$ cat src/rtl/lpc_pkg.sv
// Types, constants and codes of the LED pixel crossfade engine.
package lpc_pkg;
   localparam int MAX_PIXELS_DEF = 64;
   localparam int CNT_W = 7;
   localparam logic [CNT_W-1:0] PIXEL_COUNT_RESET = 7'd64;
   localparam logic [16:0] Q_ONE = 17'h10000;
   localparam logic [16:0] P_MIN = 17'd655;
   localparam int DIV_STEPS = 48;
   localparam int QUEUE_DEPTH = 2;

   localparam logic [1:0] OP_SET  = 2'd0;
   localparam logic [1:0] OP_FADE = 2'd1;
   localparam logic [1:0] OP_TICK = 2'd2;
   localparam logic [1:0] OP_READ = 2'd3;

   typedef enum logic [2:0] {
      CMD_SET, CMD_FADE, CMD_TICK, CMD_READ, CMD_ERR
   } cmd_kind_type;

   typedef struct packed {
      cmd_kind_type      kind;
      logic [7:0]        pixel_index;
      logic [23:0]       colour;
      logic [31:0]       fade_start;
      logic [31:0]       fade_duration;
      logic [31:0]       now_ms;
      logic [CNT_W-1:0]  count;
   } cmd_type;

   typedef struct packed {
      logic [23:0] cur;
      logic [23:0] start;
      logic [23:0] tgt;
      logic [31:0] begin_time;
      logic [31:0] length;
   } pix_rec_type;

   typedef struct packed {
      logic [5:0]  out_index;
      logic [23:0] colour;
      logic        strip_changed;
      logic        all_filled;
      logic        index_error;
      logic        last_of_run;
   } rsp_type;

   typedef enum logic [3:0] {
      ST_IDLE, ST_READ, ST_OP, ST_TREAD, ST_TEVAL, ST_DIV, ST_BLEND,
      ST_BWRITE, ST_TDONE, ST_EREAD, ST_EMIT, ST_REPLY
   } state_type;
endpackage

$ cat src/rtl/lpc_queue.sv
// Two-entry command queue between front and back end.
module lpc_queue (
   input  logic             clock,
   input  logic             reset,
   input  logic             push,
   input  lpc_pkg::cmd_type push_cmd,
   output logic             ready,
   input  logic             pop,
   output logic             valid,
   output lpc_pkg::cmd_type head
);
   localparam int PW = (lpc_pkg::QUEUE_DEPTH > 1) ? $clog2(lpc_pkg::QUEUE_DEPTH) : 1;
   localparam int CW = $clog2(lpc_pkg::QUEUE_DEPTH + 1);

   lpc_pkg::cmd_type entry_ff [lpc_pkg::QUEUE_DEPTH];
   logic [PW-1:0] wr_ptr_ff, wr_ptr_in, rd_ptr_ff, rd_ptr_in;
   logic [CW-1:0] fill_ff, fill_in;

   assign ready = fill_ff != CW'(lpc_pkg::QUEUE_DEPTH);
   assign valid = fill_ff != '0;
   assign head  = entry_ff[rd_ptr_ff];

   always_comb begin
      wr_ptr_in = wr_ptr_ff;
      rd_ptr_in = rd_ptr_ff;
      fill_in   = fill_ff;
      if (push) begin
         wr_ptr_in = (wr_ptr_ff == PW'(lpc_pkg::QUEUE_DEPTH - 1)) ? '0 : wr_ptr_ff + 1'b1;
      end
      if (pop) begin
         rd_ptr_in = (rd_ptr_ff == PW'(lpc_pkg::QUEUE_DEPTH - 1)) ? '0 : rd_ptr_ff + 1'b1;
      end
      if (push && !pop) begin
         fill_in = fill_ff + 1'b1;
      end else if (pop && !push) begin
         fill_in = fill_ff - 1'b1;
      end
   end

   always_ff @(posedge clock) begin
      if (reset) begin
         wr_ptr_ff <= '0;
         rd_ptr_ff <= '0;
         fill_ff   <= '0;
      end else begin
         wr_ptr_ff <= wr_ptr_in;
         rd_ptr_ff <= rd_ptr_in;
         fill_ff   <= fill_in;
      end
   end

   always_ff @(posedge clock) begin
      if (push) begin
         entry_ff[wr_ptr_ff] <= push_cmd;
      end
   end
endmodule

$ cat config.mk
export PLATFORM = sky130hd
export DESIGN_NAME = lpc_queue
export DESIGN_NICKNAME = d
export VERILOG_FILES = /design/src/rtl/lpc_pkg.sv /design/src/rtl/lpc_queue.sv
export SDC_FILE = /design/constraint.sdc
export NUM_CORES = 1
export LEC_CHECK = 0
export ABC_AREA = 0
export BUFFER_PORTS_ARGS = -buffer_cell sky130_fd_sc_hd__buf_4
export CAP_MARGIN = 0
export CORE_MARGIN = 8
export CORE_UTILIZATION = 47
export DETAILED_ROUTE_END_ITERATION = 6
export PLACE_DENSITY = 0.85
export REMOVE_ABC_BUFFERS = 1
export SYNTH_ARGS = -nofsm -noshare
export SYNTH_HDL_FRONTEND = slang
export SYNTH_SLANG_ARGS = --single-unit
$ cat constraint.sdc
create_clock -name clock -period 6.39 [get_ports clock]
set_input_delay 0 -clock clock [delete_from_list [all_inputs] [get_ports clock]]
set_output_delay 0 -clock clock [all_outputs]
set_load 0.02 [all_outputs]
# Yosys cells after proc, flatten, opt, wreduce, memory -nomap -nowiden
# Memories as Yosys holds them, arrays and structs flattened. A register that Yosys moved wholly into a read port is not among the register bits.
# Index checks and enable logic that the tools add are counted.
totals:
  ff_bits: 4
  ramBits: 276
  in_bits: 142
  out_inout_bits: 140
  elab_cells: 23
  memories: 1
op_classes:
  add_sub_neg: 4
  n_eq_ne: 1
  mux: 8
  n_reduce_logical: 6
mem_list:
  columns: ["memory", "words", "word_bits", "rd", "rd_clocked_by_memory_dff", "write_ports", "line_no", "text"]
  rows:
  - ["entry_ff", 2, 138, 1, 1, 1, "lpc_queue.sv:15", "lpc_pkg::cmd_type entry_ff [lpc_pkg::QUEUE_DEPTH];"]
ops:
  columns: ["operator", "count"]
  rows:
  - ["$mux W1", 6]
  - ["$mux W2", 2]
  - ["$reduce_bool A2 Y1", 2]
  - ["$add A1 B1 Y1 const B", 2]
  - ["$add A2 B1 Y2 const B", 1]
  - ["$logic_and A1 B1 Y1", 2]
  - ["$logic_not A1 Y1", 2]
  - ["$ne A2 B2 Y1 const B", 1]
  - ["$sub A2 B1 Y2 const B", 1]

# Logic depth before layout (Yosys ltp)
# Gate-level depths: netlist of run 1.
depth:
  word_depth: 4
  ltp_mapped: 5
  ltp_nobuf: 5

# Worst setup path before layout of run 1
# OpenSTA, ideal clock, no wires.
synth_timing:
  path_type: "reg2reg"
  startpoint: "register wr_ptr_ff"
  endpoint: "memory entry_ff[0][0] (netlist bit), enable pin"
  setup_ns: 0.654
  arrival_time_ns: 6.424
  t_required_ns: 5.736
  slack_ns: -0.688
  path_stages_with_launch: 2
  path_buffers: 0
  synth_period_minus_slack_ns: 7.078
  path_cell_list: "dfxtp_1 > nor2b_1"
synth_rtl:
  columns: ["item", "line_no", "text"]
  rows:
  - ["start: declaration", "lpc_queue.sv:16", "logic [PW-1:0] wr_ptr_ff, wr_ptr_in, rd_ptr_ff, rd_ptr_in;"]
  - ["start signal: assignment", "lpc_queue.sv:46", "wr_ptr_ff <= wr_ptr_in;"]
  - ["end: declaration", "lpc_queue.sv:15", null]
# No word-level cell before the write port.

==> results of run 1 <==
## final cells by class
type                       instances  area (um^2)  area share, %
antenna                            2         5.00         0.0335
clock buffer                      39          782           5.23
clock inverter                    13          176           1.18
inverter                           1         3.75         0.0251
multi-input combinational        154         1670           11.2
sequential                       281         8390           56.2
tap                              280          350           2.35
timing repair buffer             427         3560           23.8
## sequential cells by signal, summed over array words and instances (netlist names), named ones only
register	count
entry_ff	276
rd_ptr_ff	1
wr_ptr_ff	1
fill_ff	2
## per-layer routing
layer	track usage [%]	up-vias	wire length, um
li1	-	2681	-
met1	19.4	2949	8820
met3	4.81	32	1850
met4	5.17	0	557
met2	34.0	244	13800
met5	0	-	0
## cell families (layout without fill, tap and decap cells)
| family | Yosys count | count (layout) | synth area share [%] |
|---|---|---|---|
| compound gates | 2 | 2 | 0.0979 |
| buf+inv | 16 | 480 | 1.63 |
| other cells | 0 | 2 | 0 |
| flops | 281 | 281 | 82.1 |
| simple gates | 9 | 9 | 0.453 |
| xor+xnor | 4 | 4 | 0.343 |
| mux | 138 | 138 | 15.2 |
| fa+ha+maj | 1 | 1 | 0.122 |
## what timing repair did
item	4_1_cts	5_1_grt
hold endpoints to repair	281	0
hold buffers	142	0
resized for setup	0	0
## worst min path at each step
stage / startpoint / endpoint / cells after the start / slack [ps]
after floorplan: reset / fill_ff[1]$_SDFFE_PP0P_ / 1 / 70
after global placement: push_cmd[130] / entry_ff[0][130]$_DFFE_PP_ / 1 / 190
after detailed placement: push_cmd[61] / entry_ff[0][61]$_DFFE_PP_ / 1 / 190
after CTS: push_cmd[75] / entry_ff[1][75]$_DFFE_PP_ / 2 / 160
after global routing: push_cmd[35] / entry_ff[0][35]$_DFFE_PP_ / 2 / 180
final: push_cmd[116] / entry_ff[1][116]$_DFFE_PP_ / 2 / 190
## synth_stat cells, drive strengths merged
cell type,instances,area share [%]
mux2,138,15
inv,1,0.037
and2,1,0.061
o21ai,1,0.049
edfxtp,276,81
nor2,4,0.15
ha,1,0.12
nor2b,1,0.061
or2,1,0.061
nand2b,1,0.061
a21oi,1,0.049
xnor2,2,0.17
dfxtp,5,0.98
buf,15,1.6
or3,1,0.061
xor2,2,0.17
## worst reg2reg max path: cells and delay by family (launching register included)
family | cells | cell delay (ps)
AND/OR/NAND/NOR | 1 | 730
flip-flops | 1 | 410
buffers and inverters | 1 | 960
## power groups by stage
stage	registers, mW	logic [mW]	clock network (mW)
after floorplan	2.25	0.306	0
after global placement	2.23	0.580	0
after CTS	2.20	0.666	1.69
after detailed placement	2.23	0.587	0
final	2.20	0.670	1.68
after global routing	2.21	0.703	1.78
==> summary.md, run 1 <==
| Metric | Value |
|---|---|
| Status | complete, no violations |
| Power per cell area | 304 nW/um^2 |
| Final wirelength | 25.0 mm |
| Die Wd | 163 um |
| Flop-to-flop setup slack | 3850 ps |
| Synth cell types | 17 |
| Starting density of the core | 47.4% |
| CP max stage delay | 920 ps |
| Sequential share of the synthesized area | 82.1% |
| Root buffer cell | clkbuf_16 |
| Placeable Area | 21,600 um^2 |
| Final hold slack | 191 ps |
| Critical Path Stages | 3 |
| Length in cells of the worst reg-to-reg path | 2 |
| Sw Ratio | 22.9% |
| Total grt overflow | 0 |
| Final Hold Fails | 0 |
| Crit-path leading delay family | buffers and inverters |
| Initial antenna violation count | 0 |
| I/O Buffers | 281 |
| Vias/cell | 4.93 |
| Final min period | 3050 ps |
| Yosys reg bits | 281 |
| Synthesized area per cell | 22.6 um^2 |
| Post-CTS setup buffers | 0 |
| Reg-to-Reg End | entry_ff[1][67]$_DFFE_PP_ |
| Top cell by count, worst path | buf_4 |
| DRT antenna net count | 0 |
| Largest net degree at the start of global routing | 77 |
| Gpl congestion | 0.715 |
| Design Power | 4.55 mW |
| Share of post-route cells with drive strength above 1 | 51.3% |
| Setup slack after layout | 3340 ps |
| Io pins | 282 |
| Commonest non-fill, non-tap cell in the layout | buf_4 |
| Worst-path fanout max | 74 |
| Warnings, synthesis | 0 |
| Max IR drop VDD | 0.255 mV |
| Switch Pwr | 1.04 mW |
| Maximum root-to-sink buffer count | 3 |
| Post-synthesis cell count | 451 |
| H-tree depth | 1 |
| CTS tree | yes |
| Critical Path Start Type | register |
| RSZ-0062 raised after global routing | false |
| Comb pwr share | 14.7% |
| First-pass GRT wire length | 37.6 mm |
| Detailed router's first-iteration violation count | 325 |
| Int Power | 3.50 mW |
| TNS Setup | 0 ps |
| Max Freq | 328 MHz |
| Filler cell count | 1,263 |
| Vias | 5,906 |
| Hold Crit Class | input pin to register |
| FP Rows | 54 |
| Gr usage total | 18.1% |
| Worst-skew pair later-pin latency | 530 ps |
| Worst Setup EP | head[107] |
| DRC | 0 |
| Max_cap viols | 0 |
| FF-to-FF Start | wr_ptr_ff$_SDFFE_PP0P_ |
| Worst path required time | 6390 ps |
| CP Cell Sequence | buf_4 -> mux2_2 -> buf_4 |
| Setup slack at placement | 3820 ps |
| LEAKAGE | 5.64 nW |
| Vias in the first global route | 6,627 |
| TritonCTS Buffers | 28 |
| Clk slew on worst S/H paths | 70 ps |
| WL/cell | 20.9 um |
| HPWL after DPL | 14.2 mm |
| Crit path kind | register to primary output |
| Critical path data arrival time | 3050 ps |
| Netlist Area Pre-Place | 10,200 um^2 |
| Slew HR | 30.6% |
| Dpl cell area | 12,600 um^2 |
| Commonest cells after routing, fill and taps aside | buf_4, edfxtp_1, dlygate4sd3_1 |
| Dpl cells | 1,001 |
| Slew @ Worst Pin | 1040 ps |
| Router iterations before antenna repair | 4 |
| DIE AREA | 26,700 um^2 |
| Max Slew Vio Count | 0 |
| Slowest CP cell | dfxtp_4 |
| Worst Skew | 10.9 ps |
| Flop pwr share | 48.3% |
| # setup viols final | 0 |
| Finished Layout Cells | 1,197 |
| Area grow syn2layout | 46.3% |
| Endpoint class of the critical path | primary output |
| CP Buf/Inv Count | 2 |
| Final period utilization | 47.7% |
| Clk sinks | 281 |
| Clock power share | 36.9% |
| Nets@finish | 1,036 |
| Post-layout util | 69.3% |
| Post-Layout Inst Area | 14,900 um^2 |
| Die height | 163 um |
Note: power is estimated with default switching activity, not from simulation.
==> run 2, diff against run 1 <==
--- a/config.mk
+++ b/config.mk
@@ -5,7 +5,7 @@
 export SDC_FILE = /design/constraint.sdc
 export NUM_CORES = 1
 export LEC_CHECK = 0
-export ABC_AREA = 0
+export ABC_AREA = 1
 export BUFFER_PORTS_ARGS = -buffer_cell sky130_fd_sc_hd__buf_4
 export CAP_MARGIN = 0
 export CORE_MARGIN = 8
==> constraint.sdc (replaced) <==
create_clock -name clock -period 2.8 [get_ports clock]
set_input_delay 0 -clock clock [delete_from_list [all_inputs] [get_ports clock]]
set_output_delay 0 -clock clock [all_outputs]
set_load 0.02 [all_outputs]
==> run 2 against run 1 <==
  * Non-clock buffer count rose by 2
  * Flip-flop and latch count unchanged
  * Critical endpoint is now head[32]
  * Power rose by 110%
  * Die area rose by 0.17%
  * Area after synthesis increased by 0.18%
  * Register-to-register slack lost 2600 ps
  * Combinational power rose by 120%
  * Hold slack better by 13 ps
==> summary.md, run 2 <==
| Metric | Value |
|---|---|
| Root buffer cell | clkbuf_16 |
| Number of flip-flops in the largest register | 276 (unchanged) |
| Max Freq | 541 MHz |
| Hold Crit Class | input pin to register |
| CP max stage delay | 410 ps (-510 ps) |
| Total grt overflow | 0 (unchanged) |
| Number of synthesized flops with an enable pin | 276 (unchanged) |
| Placeable Area | 21,600 um^2 (+0.31%) |
| Clk slew on worst S/H paths | 60 ps (about the same) |
| Commonest non-fill, non-tap cell in the layout | buf_4 |
| Design Power | 9.74 mW (+110%) |
| Filler cell count | 1,331 (+5.4%) |
| I/O Buffers | 281 (unchanged) |
| Slowest CP cell | mux2_2 |
| Largest registers | entry_ff (276), fill_ff (2) |
| Synth top area cells | edfxtp_1, mux2_2, buf_6 |
| DIE AREA | 26,700 um^2 (+0.17%) |
| TritonCTS Buffers | 29 (+3.6%) |
| Synthesized area per cell | 22.1 um^2 (-2.2%) |
| Crit path kind | register to primary output |
| TNS Setup | 0 ps (unchanged) |
| Clk sinks | 281 (unchanged) |
| Top FF cell, synth | edfxtp_1 |
| Detailed router's first-iteration violation count | 337 (+3.7%) |
| Final min period | 1850 ps |
| CTS tree | yes |
| Vias/cell | 4.84 (-1.9%) |
| Die height | 164 um (about the same) |
| Power per cell area | 653 nW/um^2 (+110%) |
| CP Cell Sequence | buf_12 -> mux2_2 -> buf_4 |
| # setup viols final | 0 (unchanged) |
| Io pins | 282 (unchanged) |
| Warnings, synthesis | 0 (unchanged) |
| Mux cell area share after synthesis | 15.2% (-0.028 points) |
| Die Wd | 164 um (about the same) |
| Endpoint class of the critical path | primary output |
| Vias | 5,850 (-0.95%) |
| DRT antenna net count | 0 (unchanged) |
| Yosys reg bits | 281 (unchanged) |
| Initial antenna violation count | 2 (+2) |
| Maximum root-to-sink buffer count | 3 (unchanged) |
| Sequential share of the synthesized area | 82.0% (-0.15 points) |
| Vias in the first global route | 6,568 (-0.89%) |
| Max IR drop VDD | 0.496 mV (+95%) |
| Largest register by flop count | entry_ff |
| LEAKAGE | 5.62 nW (-0.29%) |
| WL/cell | 19.6 um (-6.2%) |
| Nets@finish | 1,050 (+1.4%) |
| Yosys top cell area share | 81.0% (-0.15 points) |
| Critical path data arrival time | 1850 ps (-1200 ps) |
| Worst Skew | 12.6 ps (+1.76 ps) |
| Post-synthesis cell count | 462 (+2.4%) |
| Worst-path fanout max | 68 (-8.1%) |
| Share of post-route cells with drive strength above 1 | 49.8% (-1.5 points) |
| Final Hold Fails | 0 (unchanged) |
| Commonest cells after routing, fill and taps aside | buf_4, edfxtp_1, dlygate4sd3_1 |
| Starting density of the core | 47.3% (-0.061 points) |
| Router iterations before antenna repair | 4 (unchanged) |
| HPWL after DPL | 14.4 mm (+1.2%) |
| Worst-skew pair later-pin latency | 520 ps (about the same) |
| Dominant cell type by area after synthesis | edfxtp_1 |
| Status | complete, no violations |
| Slew HR | 69.3% (+39 points) |
| Gr usage total | 17.0% (-1.1 points) |
| RSZ-0062 raised after global routing | false |
| Critical Path Start Type | register |
| DRC | 0 (unchanged) |
| Simple-gate share of the synthesized area | 0.599% (+0.15 points) |
| Post-CTS setup buffers | 0 (unchanged) |
| Final period utilization | 66.0% |
| H-tree depth | 1 (unchanged) |
| Synth cell types | 15 (-2) |
| Hold_buf cts | 142 (unchanged) |
| Netlist Area Pre-Place | 10,200 um^2 (+0.18%) |
| Compound-gate portion of the synthesized area | 0.0978% (-0.00018 points) |
| Top-count cell post-synth | edfxtp_1 |
| FP Rows | 54 (unchanged) |
| Max Slew Vio Count | 0 (unchanged) |
| Final wirelength | 23.7 mm (-5.4%) |
| First-pass GRT wire length | 35.5 mm (-5.5%) |
| Largest net degree at the start of global routing | 80 (+3.9%) |
| Most frequent cells after synthesis | edfxtp_1, mux2_2, buf_6 |
| Area grow syn2layout | 45.7% |
| Largest family of logic cells by synthesized area | multiplexers |
| Ys async rst share | 0% (unchanged) |
| Gpl congestion | 0.710 (-0.74%) |
| PostCTS Resize Cnt | 0 (unchanged) |
| Worst path required time | 2800 ps (-3590 ps) |
| Post-synthesis xor/xnor area fraction | 0.0856% (-0.26 points) |
| Max_cap viols | 0 (unchanged) |
| Post-synthesis adder-cell area fraction | 0.122% (-0.00022 points) |
| Slew @ Worst Pin | 460 ps (-580 ps) |
-- run 2: through the flow --
stage,hold WS [ps],setup slack (ps),cells,area [um^2],util [%]
2_1_floorplan,72.4,-3880,447,10100,-
3_3_place_gp,185,1280,1014,12700,58.6
3_5_place_dp,187,1280,1014,12700,58.6
4_1_cts,178,943,1206,14900,68.9
5_1_grt,186,887,1208,14900,68.9
6_report,204,952,1208,14900,68.9
-- run 2: final cells by class --
type / instances / area (um^2) / area share (%)
antenna: 2 / 5.00 / 0.0336
timing repair buffer: 429 / 3650 / 24.5
clock inverter: 14 / 63.8 / 0.428
clock buffer: 36 / 752 / 5.04
sequential: 281 / 8390 / 56.3
tap: 280 / 350 / 2.35
inverter: 9 / 38.8 / 0.260
multi-input combinational: 157 / 1650 / 11.1
-- run 2: power breakdown --
group	internal (mW)	switching (mW)
registers	4.87	0.0516
clock network	1.88	1.44
logic	0.747	0.745
-- run 2: metal layers --
metal  up-vias  global-route usage (%)  routed length [um]  part of all wire, %
met2       215                    31.5               12700                   54
li1       2714                       -                   -                    -
met5         -                       0                   0                    0
met3        47                    4.56                1520                  6.4
met1      2874                    18.4                8670                   37
met4         0                    5.58                 745                  3.1
-- run 2: cell families after synthesis --
family	Yosys count
DFF	281
adders and majority gates	1
AOI/OAI and AO/OA	2
and+or+nand+nor	15
buffers and inverters	24
muxes	138
xor gates and xnor gates	1
-- run 2: final timing paths --
| check | startpoint | endpoint | slack [ps] | cells after the start |
|---|---|---|---|---|
| worst min register to register | rd_ptr_ff$_SDFFE_PP0P_ | rd_ptr_ff$_SDFFE_PP0P_ | 530 | 2 |
| worst min-delay path | push_cmd[110] | entry_ff[1][110]$_DFFE_PP_ | 200 | 2 |
| worst max-delay path | register | head[32] | 950 | 3 |
| worst max register to register | wr_ptr_ff$_SDFFE_PP0P_ | entry_ff[1][7]$_DFFE_PP_ | 1280 | 3 |
-- run 2: critical path, delay by kind of cell (launching register included) --
| family | cells | cell delay, ps |
|---|---|---|
| buffers and inverters | 2 | 450 |
| muxes | 1 | 410 |
| DFF | 1 | 370 |
