`config.mk`:
```
export PLATFORM = sky130hd
export DESIGN_NAME = lpc_front_flat
export DESIGN_NICKNAME = d
export VERILOG_FILES = /design/src/rtl/lpc_pkg.sv /design/src/rtl/lpc_if.sv /design/src/rtl/lpc_front.sv /design/src/flat_wrapper.sv
export SDC_FILE = /design/constraint.sdc
export NUM_CORES = 1
export LEC_CHECK = 0
export BUFFER_PORTS_ARGS = -buffer_cell sky130_fd_sc_hd__buf_2
export CAP_MARGIN = 20
export CORE_AREA = 2 2 111 113
export DETAILED_ROUTE_END_ITERATION = 16
export DIE_AREA = 0 0 113 115
export PLACE_DENSITY = 0.5
export SLEW_MARGIN = 20
export SYNTH_ARGS = -nofsm -noshare
export SYNTH_HDL_FRONTEND = slang
export SYNTH_SLANG_ARGS = --single-unit
```
`constraint.sdc`:
```
create_clock -name clock -period 5.5 [get_ports clock]
set_input_delay 1.1 -clock clock [delete_from_list [all_inputs] [get_ports clock]]
set_output_delay 1.1 -clock clock [all_outputs]
set_load 0.05 [all_outputs]
```
`src/rtl/lpc_pkg.sv`:
```
// Types, constants and codes of the LED pixel crossfade engine.
package lpc_pkg;
   localparam int MAX_PIXELS_DEF = 64;
   localparam int CNT_W = 7;
   localparam logic [CNT_W-1:0] PIXEL_COUNT_RESET = 7'd64;
   localparam logic [16:0] Q_ONE = 17'h10000;
   localparam logic [16:0] P_MIN = 17'd655;
   localparam int DIV_STEPS = 48;
   localparam int QUEUE_DEPTH = 2;

   localparam logic [1:0] OP_SET  = 2'd0;
   localparam logic [1:0] OP_FADE = 2'd1;
   localparam logic [1:0] OP_TICK = 2'd2;
   localparam logic [1:0] OP_READ = 2'd3;

   typedef enum logic [2:0] {
      CMD_SET, CMD_FADE, CMD_TICK, CMD_READ, CMD_ERR
   } cmd_kind_type;

   typedef struct packed {
      cmd_kind_type      kind;
      logic [7:0]        pixel_index;
      logic [23:0]       colour;
      logic [31:0]       fade_start;
      logic [31:0]       fade_duration;
      logic [31:0]       now_ms;
      logic [CNT_W-1:0]  count;
   } cmd_type;

   typedef struct packed {
      logic [23:0] cur;
      logic [23:0] start;
      logic [23:0] tgt;
      logic [31:0] begin_time;
      logic [31:0] length;
   } pix_rec_type;

   typedef struct packed {
      logic [5:0]  out_index;
      logic [23:0] colour;
      logic        strip_changed;
      logic        all_filled;
      logic        index_error;
      logic        last_of_run;
   } rsp_type;

   typedef enum logic [3:0] {
      ST_IDLE, ST_READ, ST_OP, ST_TREAD, ST_TEVAL, ST_DIV, ST_BLEND,
      ST_BWRITE, ST_TDONE, ST_EREAD, ST_EMIT, ST_REPLY
   } state_type;
endpackage

```
`src/rtl/lpc_if.sv`:
```
// Channel interfaces: request, response and configuration write.
interface lpc_req_if;
   logic        valid;
   logic        ready;
   logic [1:0]  opcode;
   logic [7:0]  pixel_index;
   logic [7:0]  red;
   logic [7:0]  green;
   logic [7:0]  blue;
   logic [31:0] fade_start;
   logic [31:0] fade_duration;
   logic [31:0] now_ms;
   modport source (output valid, opcode, pixel_index, red, green, blue, fade_start,
                   fade_duration, now_ms, input ready);
   modport sink (input valid, opcode, pixel_index, red, green, blue, fade_start,
                 fade_duration, now_ms, output ready);
endinterface


interface lpc_csr_if;
   logic       valid;
   logic       ready;
   logic [6:0] pixel_count;
   modport source (output valid, pixel_count, input ready);
   modport sink (input valid, pixel_count, output ready);
endinterface

```
`src/rtl/lpc_front.sv`:
```
// Front end: pixel count register, request decode and index check.
module lpc_front #(
   parameter int MAX_PIXELS = lpc_pkg::MAX_PIXELS_DEF
) (
   input  logic             clock,
   input  logic             reset,
   lpc_req_if.sink          req,
   lpc_csr_if.sink          csr,
   input  logic             q_ready,
   output logic             q_push,
   output lpc_pkg::cmd_type q_cmd
);
   logic [lpc_pkg::CNT_W-1:0] pixel_count_ff, pixel_count_in;
   logic [lpc_pkg::CNT_W-1:0] used;

   assign csr.ready = 1'b1;
   assign pixel_count_in = (csr.valid) ? csr.pixel_count : pixel_count_ff;

   always_ff @(posedge clock) begin
      if (reset) begin
         pixel_count_ff <= lpc_pkg::PIXEL_COUNT_RESET;
      end else begin
         pixel_count_ff <= pixel_count_in;
      end
   end

   always_comb begin
      if (pixel_count_ff == '0) begin
         used = lpc_pkg::CNT_W'(1);
      end else if (pixel_count_ff > lpc_pkg::CNT_W'(MAX_PIXELS)) begin
         used = lpc_pkg::CNT_W'(MAX_PIXELS);
      end else begin
         used = pixel_count_ff;
      end
   end

   assign req.ready = q_ready;
   assign q_push    = req.valid && q_ready;

   always_comb begin
      q_cmd.pixel_index   = req.pixel_index;
      q_cmd.colour        = {req.red, req.green, req.blue};
      q_cmd.fade_start    = req.fade_start;
      q_cmd.fade_duration = req.fade_duration;
      q_cmd.now_ms        = req.now_ms;
      q_cmd.count         = used;
      case (req.opcode)
         lpc_pkg::OP_SET:  q_cmd.kind = lpc_pkg::CMD_SET;
         lpc_pkg::OP_FADE: q_cmd.kind = lpc_pkg::CMD_FADE;
         lpc_pkg::OP_TICK: q_cmd.kind = lpc_pkg::CMD_TICK;
         lpc_pkg::OP_READ: q_cmd.kind = lpc_pkg::CMD_READ;
         default:          q_cmd.kind = lpc_pkg::CMD_READ;
      endcase
      // bad index turns any addressed op into an error reply
      if (req.opcode != lpc_pkg::OP_TICK && {1'b0, req.pixel_index} >= {2'b0, used}) begin
         q_cmd.kind = lpc_pkg::CMD_ERR;
      end
   end
endmodule

```
`src/flat_wrapper.sv`:
```
// flat-port wrapper written by rule: the top's interface ports become plain ports
module lpc_front_flat 
#(
   parameter int MAX_PIXELS = lpc_pkg::MAX_PIXELS_DEF
)
  (clock, reset, q_ready, q_push, q_cmd, req_valid, req_opcode, req_pixel_index, req_red, req_green, req_blue, req_fade_start, req_fade_duration, req_now_ms, req_ready, csr_valid, csr_pixel_count, csr_ready);
  lpc_req_if req_i ();
  lpc_csr_if csr_i ();
  input  logic clock;
  input  logic reset;
  input  logic q_ready;
  output logic q_push;
  output lpc_pkg::cmd_type q_cmd;
  input wire logic [$bits(req_i.valid)-1:0] req_valid;
  input wire logic [$bits(req_i.opcode)-1:0] req_opcode;
  input wire logic [$bits(req_i.pixel_index)-1:0] req_pixel_index;
  input wire logic [$bits(req_i.red)-1:0] req_red;
  input wire logic [$bits(req_i.green)-1:0] req_green;
  input wire logic [$bits(req_i.blue)-1:0] req_blue;
  input wire logic [$bits(req_i.fade_start)-1:0] req_fade_start;
  input wire logic [$bits(req_i.fade_duration)-1:0] req_fade_duration;
  input wire logic [$bits(req_i.now_ms)-1:0] req_now_ms;
  output wire logic [$bits(req_i.ready)-1:0] req_ready;
  input wire logic [$bits(csr_i.valid)-1:0] csr_valid;
  input wire logic [$bits(csr_i.pixel_count)-1:0] csr_pixel_count;
  output wire logic [$bits(csr_i.ready)-1:0] csr_ready;
  assign req_i.valid = req_valid;
  assign req_i.opcode = req_opcode;
  assign req_i.pixel_index = req_pixel_index;
  assign req_i.red = req_red;
  assign req_i.green = req_green;
  assign req_i.blue = req_blue;
  assign req_i.fade_start = req_fade_start;
  assign req_i.fade_duration = req_fade_duration;
  assign req_i.now_ms = req_now_ms;
  assign req_ready = req_i.ready;
  assign csr_i.valid = csr_valid;
  assign csr_i.pixel_count = csr_pixel_count;
  assign csr_ready = csr_i.ready;
  lpc_front #(.MAX_PIXELS(MAX_PIXELS)) u_core (.clock(clock), .reset(reset), .req(req_i), .csr(csr_i), .q_ready(q_ready), .q_push(q_push), .q_cmd(q_cmd));
endmodule
```
# Yosys cells after proc, flatten, opt, wreduce, memory -nomap -nowiden
# Cells that the tools add are included.
# word_totals
regBits,7
latch_bits,0
ramBits,0
romBits,0
inputBits,142
out_inout_bits,141
elab_cells,15
mem_count,0
# classes
n_addsub,0
mul,0
div,0
order_cmp,2
eq_ne,4
shifts,0
mux,4
n_bitwise,0
n_reduce_logical,4
# op_table
operator,count
$mux W7,2
$pmux W3 S4,1
$ge A8 B7 Y1,1
$gt A7 B7 Y1 const B,1
$logic_not A7 Y1,1
$eq A2 B2 Y1 const B,2
$mux W3,1
$eq A2 B1 Y1 const B,1
$logic_and A1 B1 Y1,2
$logic_not A2 Y1,1
$ne A2 B2 Y1 const B,1

# Depth between registers and ports, before layout
# Gate-level depths: netlist (run 1).
# depth
word_depth,6
mapped_depth,8
ltp_nobuf,8

# Worst setup path before layout (run 1)
# OpenSTA, ideal clock, no wires.
# synth_path
kind,register to output
start,register u_core.pixel_count_ff[5] (netlist bit)
end,output port q_cmd[135] (netlist bit)
arrival_time_ns,3.168
required_ns,4.400
slack_ns,1.232
path_stages_with_launch,9
path_buffers,0
cell_sequence,dfxtp_1 nor3_1 a21oi_1 nor2_1 ha_1 and3_1 o21ai_0 o21ai_0 a211oi_1
# synth_rtl
element,line,source
start: declaration,lpc_front.sv:13,"logic [lpc_pkg::CNT_W-1:0] pixel_count_ff, pixel_count_in;"
start signal: assignment,lpc_front.sv:21,pixel_count_ff <= lpc_pkg::PIXEL_COUNT_RESET;
start signal: assignment,lpc_front.sv:23,pixel_count_ff <= pixel_count_in;
end: declaration,flat_wrapper.sv:13,output lpc_pkg::cmd_type q_cmd;

==> results.py, run 1 <==
metrics = {
    "cells_and_area": {
        "regMostFlops": "u_core.pixel_count_ff",
        "drive_gt1_share_pct": 42.2,
        "finalNonFillerCells": 257,
        "final_core_util_pct": 8.25,
        "largest_register_ffs": 7,
        "reg_top3": "u_core.pixel_count_ff: 7 flops",
        "synthToLayoutAreaGrowth_pct": -34.5,
        "nets": 259,
    },
    "yosys": {
        "synthTopCellsByCount": "buf_4, inv_1, nor2_1, dfxtp_1, ha_1",
        "ys_seq_elements": 7,
        "yosys-top-cells-area": "buf_4, dfxtp_1, ha_1, mux2i_1, inv_1",
        "syn_nets": 345,
        "yosys_warnings": 0,
        "synth_edf_count": 0,
        "synth_cell_types": 24,
        "synthCells": 196,
        "yosys_most_used_dff": "dfxtp_1",
        "synthDominantAreaCellType": "buf_4",
        "ys_seq_area_share_pct": 9.41,
        "async_flop_share_pct": 0,
        "syn_area_um2": 1490,
        "synth_top_area_share_pct": 65.5,
        "yosysMostFrequentCell": "buf_4",
        "syn_area_per_cell_um2": 7.60,
    },
    "worst_setup_path": {
        "crit_type": "input pin to output port",
        "start_kind": "input pin",
        "arrival_ps": 2560,
        "rr_endpoint": "u_core.pixel_count_ff[6]$_SDFFE_PP1P_",
        "cp_data_required_time_ps": 4400,
        "crit_buf_inv": 2,
        "rrSetupSlack_ps": 4750,
        "worst-path-stages": 7,
        "crit_path_frequent_cell": "buf_2",
        "crit_start": "req_pixel_index[5]",
        "crit_end": "q_cmd[136]",
        "critPathMaxStageDelay_ps": 320,
        "crit_path_cell_trace": "buf_2 -> ha_1 -> a21o_1 -> a211oi_2 -> o21ai_0 -> a31oi_1 -> buf_2",
        "reg2reg_depth": 2,
        "cp_max_fo": 3,
        "timing.rr.start": "u_core.pixel_count_ff[6]$_SDFFE_PP1P_",
        "crit_slowest_cell": "a211oi_2",
        "cp_top_family": "compound AO/OA/AOI/OAI gates",
        "cp-end-kind": "output port",
    },
    "detailed_routing": {
        "drt-initial-drc-count": 30,
        "remaining_drc_errors": 34,
        "drt_pass1_iterations": 13,
        "wl_per_cell_um": 14.0,
        "vias": 742,
        "top_layer_used": "met4",
        "ant_nets": 0,
        "wl_met3_um": 762,
        "wl_met2_um": 1680,
        "wl_met1_um": 842,
        "routed_via_density": 2.89,
        "routed_wl_um": 3590,
    },
    "sta": {
        "period_needed_ps": 3660,
        "setup_viol": 0,
        "fin_setup_tns_ps": 0,
        "rsz0062_at_grt": "false",
        "min_period_over_period_pct": 66.5,
        "worst_slack_ps": 1840,
        "skew_ps": 0,
        "slew_violations": 0,
        "fmax_ghz": 0.273,
        "hold_viol": 0,
    },
    "place": {
        "dpl_worst_slack_ps": 1770,
        "place_hpwl_um": 3190,
        "port_buffers": 41,
        "place_inst": 252,
        "gp_congestion": 0.676,
    },
    "pwr": {
        "p_per_area_nw_per_um2": 262,
        "static-leakage-power_nw": 0.500,
        "power_uw": 255,
        "ir_drop_v": 0.000171,
    },
    "floorplan": {
        "core_area_um2": 11800,
        "row_count": 40,
        "die_h_um": 115,
        "ioPinCount": 283,
        "chipWidth_um": 113,
        "initial_core_util_pct": 12.6,
        "dieArea_um2": 13000,
    },
    "clocking": {
        "cts_tree": "built",
        "numCtsBuffers": 3,
        "htree_levels": 1,
        "cts_sinks": 7,
        "ctsRootBufferMaster": "clkbuf_16",
        "post_cts_buffers": 0,
        "path_clk_slew_ps": 40,
        "ctsResizeCount": 0,
        "clock_latency_ps": 230,
        "cts_hold_buf": 0,
        "clk_path_buf_depth": 2,
    },
    "worst_hold_path": {
        "hold_class": "register to register",
        "holdPathStages": 2,
    },
    "flow_run": {
        "drv_cap": 0,
    },
    "grt": {
        "grt_max_degree": 9,
        "track_usage_pct": 5.12,
        "antenna_found_initial": 1,
        "grt_pass1_vias": 731,
        "grt_pass1_wl_um": 4770,
        "overflow": 0,
    },
    "status": {
        "violations": "DRC",
        "status": "finished with violations",
    },
}
through the flow:
step / instance area (µm²) / hold slack, ps
6_report: 975 / 504
5_1_grt: 972 / 536
4_1_cts: 972 / 496
3_5_place_dp: 893 / 488
3_3_place_gp: 893 / 482
2_1_floorplan: 1490 / 461
worst min path at each step:
stage	from	to	slack, ps
2_1_floorplan	u_core.pixel_count_ff[0]$_SDFFE_PP0P_	u_core.pixel_count_ff[0]$_SDFFE_PP0P_	460
3_3_place_gp	u_core.pixel_count_ff[0]$_SDFFE_PP0P_	u_core.pixel_count_ff[0]$_SDFFE_PP0P_	480
3_5_place_dp	u_core.pixel_count_ff[0]$_SDFFE_PP0P_	u_core.pixel_count_ff[0]$_SDFFE_PP0P_	490
4_1_cts	u_core.pixel_count_ff[0]$_SDFFE_PP0P_	u_core.pixel_count_ff[0]$_SDFFE_PP0P_	500
5_1_grt	u_core.pixel_count_ff[0]$_SDFFE_PP0P_	u_core.pixel_count_ff[0]$_SDFFE_PP0P_	540
6_report	u_core.pixel_count_ff[0]$_SDFFE_PP0P_	u_core.pixel_count_ff[0]$_SDFFE_PP0P_	500
kinds of logic (layout without fill, tap and decap cells):
group / after synthesis / after routing / share of synthesized area (%)
flops: 7 / 7 / 9.41
buf+inv: 143 / 56 / 68.9
other cells: 1 / 2 / 0.252
mux: 6 / 6 / 4.03
fa+ha+maj: 7 / 7 / 5.88
compound gates: 11 / 11 / 5.21
simple gates: 21 / 21 / 6.30
layout by cell type, fill, tap and decap left out, types with 2 or more instances in the layout:
| master | n |
|---|---|
| nor3_1 | 2 |
| dfxtp_1 | 7 |
| nand2_1 | 6 |
| mux2i_1 | 6 |
| and3_1 | 2 |
| buf_2 | 41 |
| ha_1 | 7 |
| o21ai_0 | 3 |
| inv_1 | 10 |
| clkbuf_16 | 3 |
| nor2_1 | 8 |
| a21oi_1 | 2 |
power breakdown:
| group | internal [mW] | switching [mW] | leakage, nW |
|---|---|---|---|
| logic | 0.0215 | 0.0506 | 0.404 |
| registers | 0.0542 | 0.00258 | 0.0579 |
| clock network | 0.0966 | 0.0295 | 0.0382 |
routing by layer:
| layer | vias to the layer above | track usage [%] |
|---|---|---|
| li1 | 307 | - |
| met1 | 296 | 3.58 |
| met2 | 100 | 7.19 |
| met3 | 39 | 4.43 |
| met4 | 0 | 7.07 |
| met5 | - | 0 |
worst reg2reg max path, cell delays in order, from the launching register on:
cell	delay (ps)
dfxtp_1	310
inv_1	200
o211ai_1	110
area by class of cell:
class                   instances  area (µm²)
fillers                      1393       10800
flip-flops and latches          7         140
clock buffers                   4        78.8
repair buffers                 41         205
inverters                      11        41.3
diodes                          1        2.50
multi-input cells              46         323
well taps                     147         184
Note: power is estimated with default switching activity, not from simulation.
==> run 2: changes to the inputs <==
- CORE_AREA: 2 2 111 113 -> 2 2 108 110
- DIE_AREA: 0 0 113 115 -> 0 0 110 112
- PLACE_DENSITY: 0.5 -> 0.52
- clock period: 5.5 -> 3.8 ns (I/O delays scaled with it)
==> run 2 against run 1 <==
Effect of this change:
- the flow now finishes without violations
- routed wire length shrank 19%
- die area shrank 5.2%
- combinational power grew 44%
==> results.py, run 2 (synthesized netlist as in run 1, its figures left out) <==
metrics = {
    "grt": {
        "grt_pass1_wl_um": 3930,
        "antenna_found_initial": 0,
        "overflow": 0,
        "grt_max_degree": 9,
        "grt_pass1_vias": 711,
        "track_usage_pct": 4.42,
    },
    "worst_setup_path": {
        "crit_path_cell_trace": "nor3_1 -> a21oi_1 -> nor2_1 -> ha_1 -> and3_1 -> o21ai_0 -> o21ai_0 -> a211oi_2 -> buf_2",
        "cp_max_fo": 3,
        "arrival_ps": 2310,
        "crit_path_frequent_cell": "o21ai_0",
        "start_kind": "register",
        "cp-end-kind": "output port",
        "cp_top_family": "compound AO/OA/AOI/OAI gates",
        "crit_buf_inv": 1,
        "reg2reg_depth": 2,
        "worst-path-stages": 9,
        "crit_type": "register to output port",
        "cp_data_required_time_ps": 3040,
        "crit_slowest_cell": "dfxtp_1",
        "rr_endpoint": "u_core.pixel_count_ff[6]$_SDFFE_PP1P_",
        "timing.rr.start": "u_core.pixel_count_ff[6]$_SDFFE_PP1P_",
        "rrSetupSlack_ps": 3050,
        "critPathMaxStageDelay_ps": 340,
    },
    "sta": {
        "worst_slew_pin_slew_ps": 508,
        "slew_violations": 0,
        "skew_ps": 0,
        "setup_viol": 0,
        "relSlewSlack_pct": 65.8,
        "rsz0062_at_grt": "false",
        "fin_setup_tns_ps": 0,
        "hold_viol": 0,
        "hold_ws_ps": 503,
        "fmax_ghz": 0.325,
        "min_period_over_period_pct": 80.9,
        "period_needed_ps": 3070,
    },
    "cells_and_area": {
        "nets": 259,
        "fin_area_um2": 972,
        "fillers": 1300,
        "largest_register_ffs": 7,
        "reg_top3": "u_core.pixel_count_ff: 7 flops",
        "finalNonFillerCells": 252,
        "antenna_cells": 0,
        "regMostFlops": "u_core.pixel_count_ff",
        "final_cell_mix": "buf_2, inv_1, nor2_1",
        "drive_gt1_share_pct": 43.1,
        "mostFrequentLayoutCell": "buf_2",
        "synthToLayoutAreaGrowth_pct": -34.7,
        "final_core_util_pct": 8.70,
    },
    "detailed_routing": {
        "remaining_drc_errors": 0,
        "routed_wl_um": 2910,
        "wl_per_cell_um": 11.5,
        "vias": 740,
        "drt_pass1_iterations": 4,
        "routed_via_density": 2.94,
        "drt-initial-drc-count": 5,
        "ant_nets": 0,
    },
    "clocking": {
        "ctsRootBufferMaster": "clkbuf_16",
        "numCtsBuffers": 3,
        "cts_hold_buf": 0,
        "path_clk_slew_ps": 40,
        "ctsResizeCount": 0,
        "clock_latency_ps": 230,
        "htree_levels": 1,
        "cts_tree": "built",
        "clk_path_buf_depth": 2,
        "cts_sinks": 7,
        "post_cts_buffers": 0,
    },
    "worst_hold_path": {
        "hold_path_end": "u_core.pixel_count_ff[0]$_SDFFE_PP0P_",
        "hold_class": "register to register",
        "hp-start": "u_core.pixel_count_ff[0]$_SDFFE_PP0P_",
        "holdPathStages": 2,
    },
    "place": {
        "gp_congestion": 0.680,
        "port_buffers": 41,
        "place_inst": 248,
        "place_hpwl_um": 2560,
        "dpl_cell_area_um2": 893,
    },
    "floorplan": {
        "initial_core_util_pct": 13.3,
        "dieArea_um2": 12300,
        "die_h_um": 112,
        "chipWidth_um": 110,
        "core_area_um2": 11200,
        "ioPinCount": 283,
        "row_count": 39,
    },
    "pwr": {
        "static-leakage-power_nw": 0.501,
        "ir_drop_v": 0.000291,
        "p_per_area_nw_per_um2": 375,
    },
    "flow_run": {
        "drv_cap": 0,
    },
    "status": {
        "status": "finished clean",
    },
}
run 2: worst max-delay path by stage:
stage | startpoint | end | slack, ps
finish | u_core.pixel_count_ff[5]$_SDFFE_PP0P_ | q_cmd[135] | 730
CTS | u_core.pixel_count_ff[6]$_SDFFE_PP1P_ | q_cmd[137] | 610
global route | u_core.pixel_count_ff[5]$_SDFFE_PP0P_ | q_cmd[135] | 430
global placement | req_pixel_index[1] | q_cmd[137] | 730
floorplan | u_core.pixel_count_ff[5]$_SDFFE_PP0P_ | q_cmd[136] | 120
detailed placement | req_pixel_index[1] | q_cmd[137] | 710
run 2: worst min-delay path, delay by kind of cell, from the launching register on:
kind / cells / cell delay [ps]
flops: 1 / 320
simple gates: 1 / 80
mux: 1 / 70
run 2: where the power goes:
| group | internal, mW | switching [mW] |
|---|---|---|
| sequential | 0.0785 | 0.00383 |
| combinational | 0.0314 | 0.0727 |
| clock | 0.140 | 0.0390 |
run 2: area by class of cell:
class | count | area (µm²) | share of cell area (%)
sequential | 7 | 140 | 14.4
multi-input combinational | 46 | 328 | 33.7
inverter | 11 | 41.3 | 4.25
clock buffer | 4 | 78.8 | 8.11
timing repair buffer | 41 | 205 | 21.1
tap | 143 | 179 | 18.4
run 2: per-stage QoR:
stage	total power, mW	setup WS (ps)
after floorplan	0.505	119
after global placement	0.188	727
after detailed placement	0.190	708
after CTS	0.371	608
after global routing	0.383	434
final	0.365	726
run 2: per-layer routing:
metal / vias to the layer above / wire length [µm] / share of wire [%] / GRT usage (%)
met1: 317 / 852 / 29 / 3.49
li1: 306 / - / - / -
met4: 0 / 358 / 12 / 6.67
met5: - / 0 / 0 / 0
met3: 52 / 418 / 14 / 2.11
met2: 65 / 1280 / 44 / 6.46
==> run 3: changes to the inputs <==
- ABC_AREA: unset -> 1
- CORE_AREA: 2 2 108 110 -> 2 2 110 112
- DIE_AREA: 0 0 110 112 -> 0 0 112 114
- clock period: 3.8 -> 2.7 ns (I/O delays scaled with it)
==> run 3 against run 2 <==
Effect of this change:
- area after synthesis is 0.92% higher
- sequential power is 45% higher
- power is 48% higher
- setup slack worse by 510 ps
- via count is 14% higher
- cell area is 11% higher
- clock skew stayed put
- synthesized cell count is 10% higher
- routed wire length is 26% higher
- non-clock buffer count stayed put
- combinational power is 62% higher
- critical path type unchanged
- largest power group unchanged
==> results.py, run 3 <==
metrics = {
    "status": {
        "status": "finished clean",
    },
    "worst_setup_path": {
        "crit_path_frequent_cell": "nand2_1",
        "cp_max_fo": 3,
        "critPathMaxStageDelay_ps": 330,
        "cp-end-kind": "output port",
        "crit_path_cell_trace": "nor2_2 -> nand4_1 -> nand2_2 -> nand2_4 -> ha_4 -> nand2_1 -> nor2_1 -> nor2_1 -> nand2_1 -> nand2_1 -> nand2_2 -> o21a_1 -> buf_6",
        "arrival_ps": 1940,
        "crit_slowest_cell": "dfxtp_2",
        "crit_type": "register to output port",
        "crit_start": "u_core.pixel_count_ff[3]$_SDFFE_PP0P_",
        "start_kind": "register",
        "timing.rr.start": "u_core.pixel_count_ff[6]$_SDFFE_PP1P_",
        "cp_data_required_time_ps": 2160,
    },
    "cells_and_area": {
        "final_cell_mix": "buf_2, inv_1, nand2_1",
        "drive_gt1_share_pct": 46.2,
        "regMostFlops": "u_core.pixel_count_ff",
        "largest_register_ffs": 7,
        "reg_top3": "u_core.pixel_count_ff: 7 flops",
        "finalNonFillerCells": 281,
        "fin_area_um2": 1080,
        "final_core_util_pct": 9.21,
        "synthToLayoutAreaGrowth_pct": -28.2,
        "nets": 280,
        "mostFrequentLayoutCell": "buf_2",
    },
    "grt": {
        "grt_max_degree": 9,
        "grt_pass1_wl_um": 5160,
        "overflow": 0,
        "antenna_found_initial": 4,
        "grt_pass1_vias": 852,
        "track_usage_pct": 5.69,
    },
    "detailed_routing": {
        "wl_per_cell_um": 13.0,
        "drt-initial-drc-count": 17,
        "remaining_drc_errors": 0,
        "ant_nets": 0,
        "vias": 842,
        "drt_pass1_iterations": 2,
        "routed_via_density": 3.00,
        "routed_wl_um": 3660,
    },
    "yosys": {
        "yosys-top-cells-area": "buf_4, dfxtp_1, ha_1, inv_1, nand2_1",
        "synth_edf_count": 0,
        "syn_nets": 365,
        "synthTopCellsByCount": "buf_4, inv_1, nand2_1, nor2_1, o21ai_0",
        "yosys_most_used_dff": "dfxtp_1",
        "synthCells": 216,
        "syn_area_um2": 1500,
        "syn_area_per_cell_um2": 6.96,
        "synthDominantAreaCellType": "buf_4",
        "async_flop_share_pct": 0,
        "synth_top_area_share_pct": 64.9,
        "ys_seq_area_share_pct": 9.33,
        "ys_seq_elements": 7,
        "yosys_warnings": 0,
        "synth_cell_types": 13,
        "yosysMostFrequentCell": "buf_4",
    },
    "clocking": {
        "cts_hold_buf": 0,
        "ctsRootBufferMaster": "clkbuf_16",
        "ctsResizeCount": 0,
        "clock_latency_ps": 230,
        "numCtsBuffers": 3,
        "htree_levels": 1,
        "path_clk_slew_ps": 40,
        "cts_tree": "built",
        "clk_path_buf_depth": 2,
        "post_cts_buffers": 0,
        "cts_sinks": 7,
    },
    "sta": {
        "rsz0062_at_grt": "false",
        "fin_setup_tns_ps": 0,
        "setup_viol": 0,
        "hold_viol": 0,
        "fmax_ghz": 0.403,
        "period_needed_ps": 2480,
        "slew_violations": 0,
        "skew_ps": 0,
        "min_period_over_period_pct": 92.0,
        "worst_slack_ps": 216,
        "hold_ws_ps": 505,
    },
    "place": {
        "dpl_worst_slack_ps": 305,
        "place_hpwl_um": 3190,
        "place_inst": 273,
        "dpl_cell_area_um2": 927,
        "port_buffers": 41,
        "gp_congestion": 0.678,
    },
    "worst_hold_path": {
        "hp-start": "u_core.pixel_count_ff[4]$_SDFFE_PP0P_",
        "hold_class": "register to register",
    },
    "floorplan": {
        "ioPinCount": 283,
        "dieArea_um2": 12800,
        "initial_core_util_pct": 12.8,
        "core_area_um2": 11700,
        "row_count": 40,
        "die_h_um": 114,
        "chipWidth_um": 112,
    },
    "pwr": {
        "ir_drop_v": 0.000164,
        "p_per_area_nw_per_um2": 501,
        "power_uw": 540,
        "static-leakage-power_nw": 0.534,
    },
    "flow_run": {
        "drv_cap": 0,
    },
}
[run 3: cell count changes in the layout (fill, tap and decap cells not counted), sizes merged, moves of 3 or more]
| cell | previous run | this run |
|---|---|---|
| inv | 11 | 19 |
| mux2i | 6 | 0 |
| a21oi | 2 | 5 |
| nand2 | 6 | 18 |
| o21ai | 3 | 8 |
| nor2 | 8 | 17 |
| diode | 0 | 4 |
[run 3: routing by layer]
layer | track usage (%) | share of wire (%) | vias up
met4 | 7.24 | 11 | 0
met1 | 3.57 | 24 | 335
met3 | 6.22 | 25 | 50
met2 | 7.76 | 40 | 102
met5 | 0 | 0 | -
li1 | - | - | 355
[run 3: critical path: cells and delay by family (launching register included)]
kind	cells	cell delay, ps
and+or+nand+nor	10	810
AOI/OAI and AO/OA	1	140
adders and majority gates	1	270
buffers and inverters	1	150
DFF	1	330
[run 3: cells by family after synthesis]
logic type / after synthesis / synth area share, %
other: 1 / 0.250
AND/OR/NAND/NOR: 36 / 9.33
buffers and inverters: 150 / 69.9
adder cells (fa/ha/maj): 7 / 5.83
AO/OA/AOI/OAI: 15 / 5.33
flip-flops: 7 / 9.33
[run 3: worst paths after layout]
kind	endpoint	slack (ps)	cells past startpoint
setup / recovery	q_cmd[137]	220	13
hold / removal	u_core.pixel_count_ff[4]$_SDFFE_PP0P_	510	2
setup reg to reg	u_core.pixel_count_ff[6]$_SDFFE_PP1P_	1940	2
hold reg to reg	u_core.pixel_count_ff[4]$_SDFFE_PP0P_	510	2
[run 3: report_power, final]
| part | internal, mW | switching [mW] | total [mW] |
|---|---|---|---|
| combinational | 0.0526 | 0.116 | 0.168 |
| clock | 0.196 | 0.0559 | 0.252 |
| sequential | 0.112 | 0.00735 | 0.119 |
| total | 0.361 | 0.179 | 0.540 |
[run 3: layout make-up]
cell class / count / area, µm²
fill: 1398 / 10600
multi-input combinational: 59 / 370
timing repair buffer: 41 / 220
tap: 147 / 184
sequential: 7 / 144
clock buffer: 4 / 78.8
inverter: 19 / 71.3
antenna: 4 / 10.0
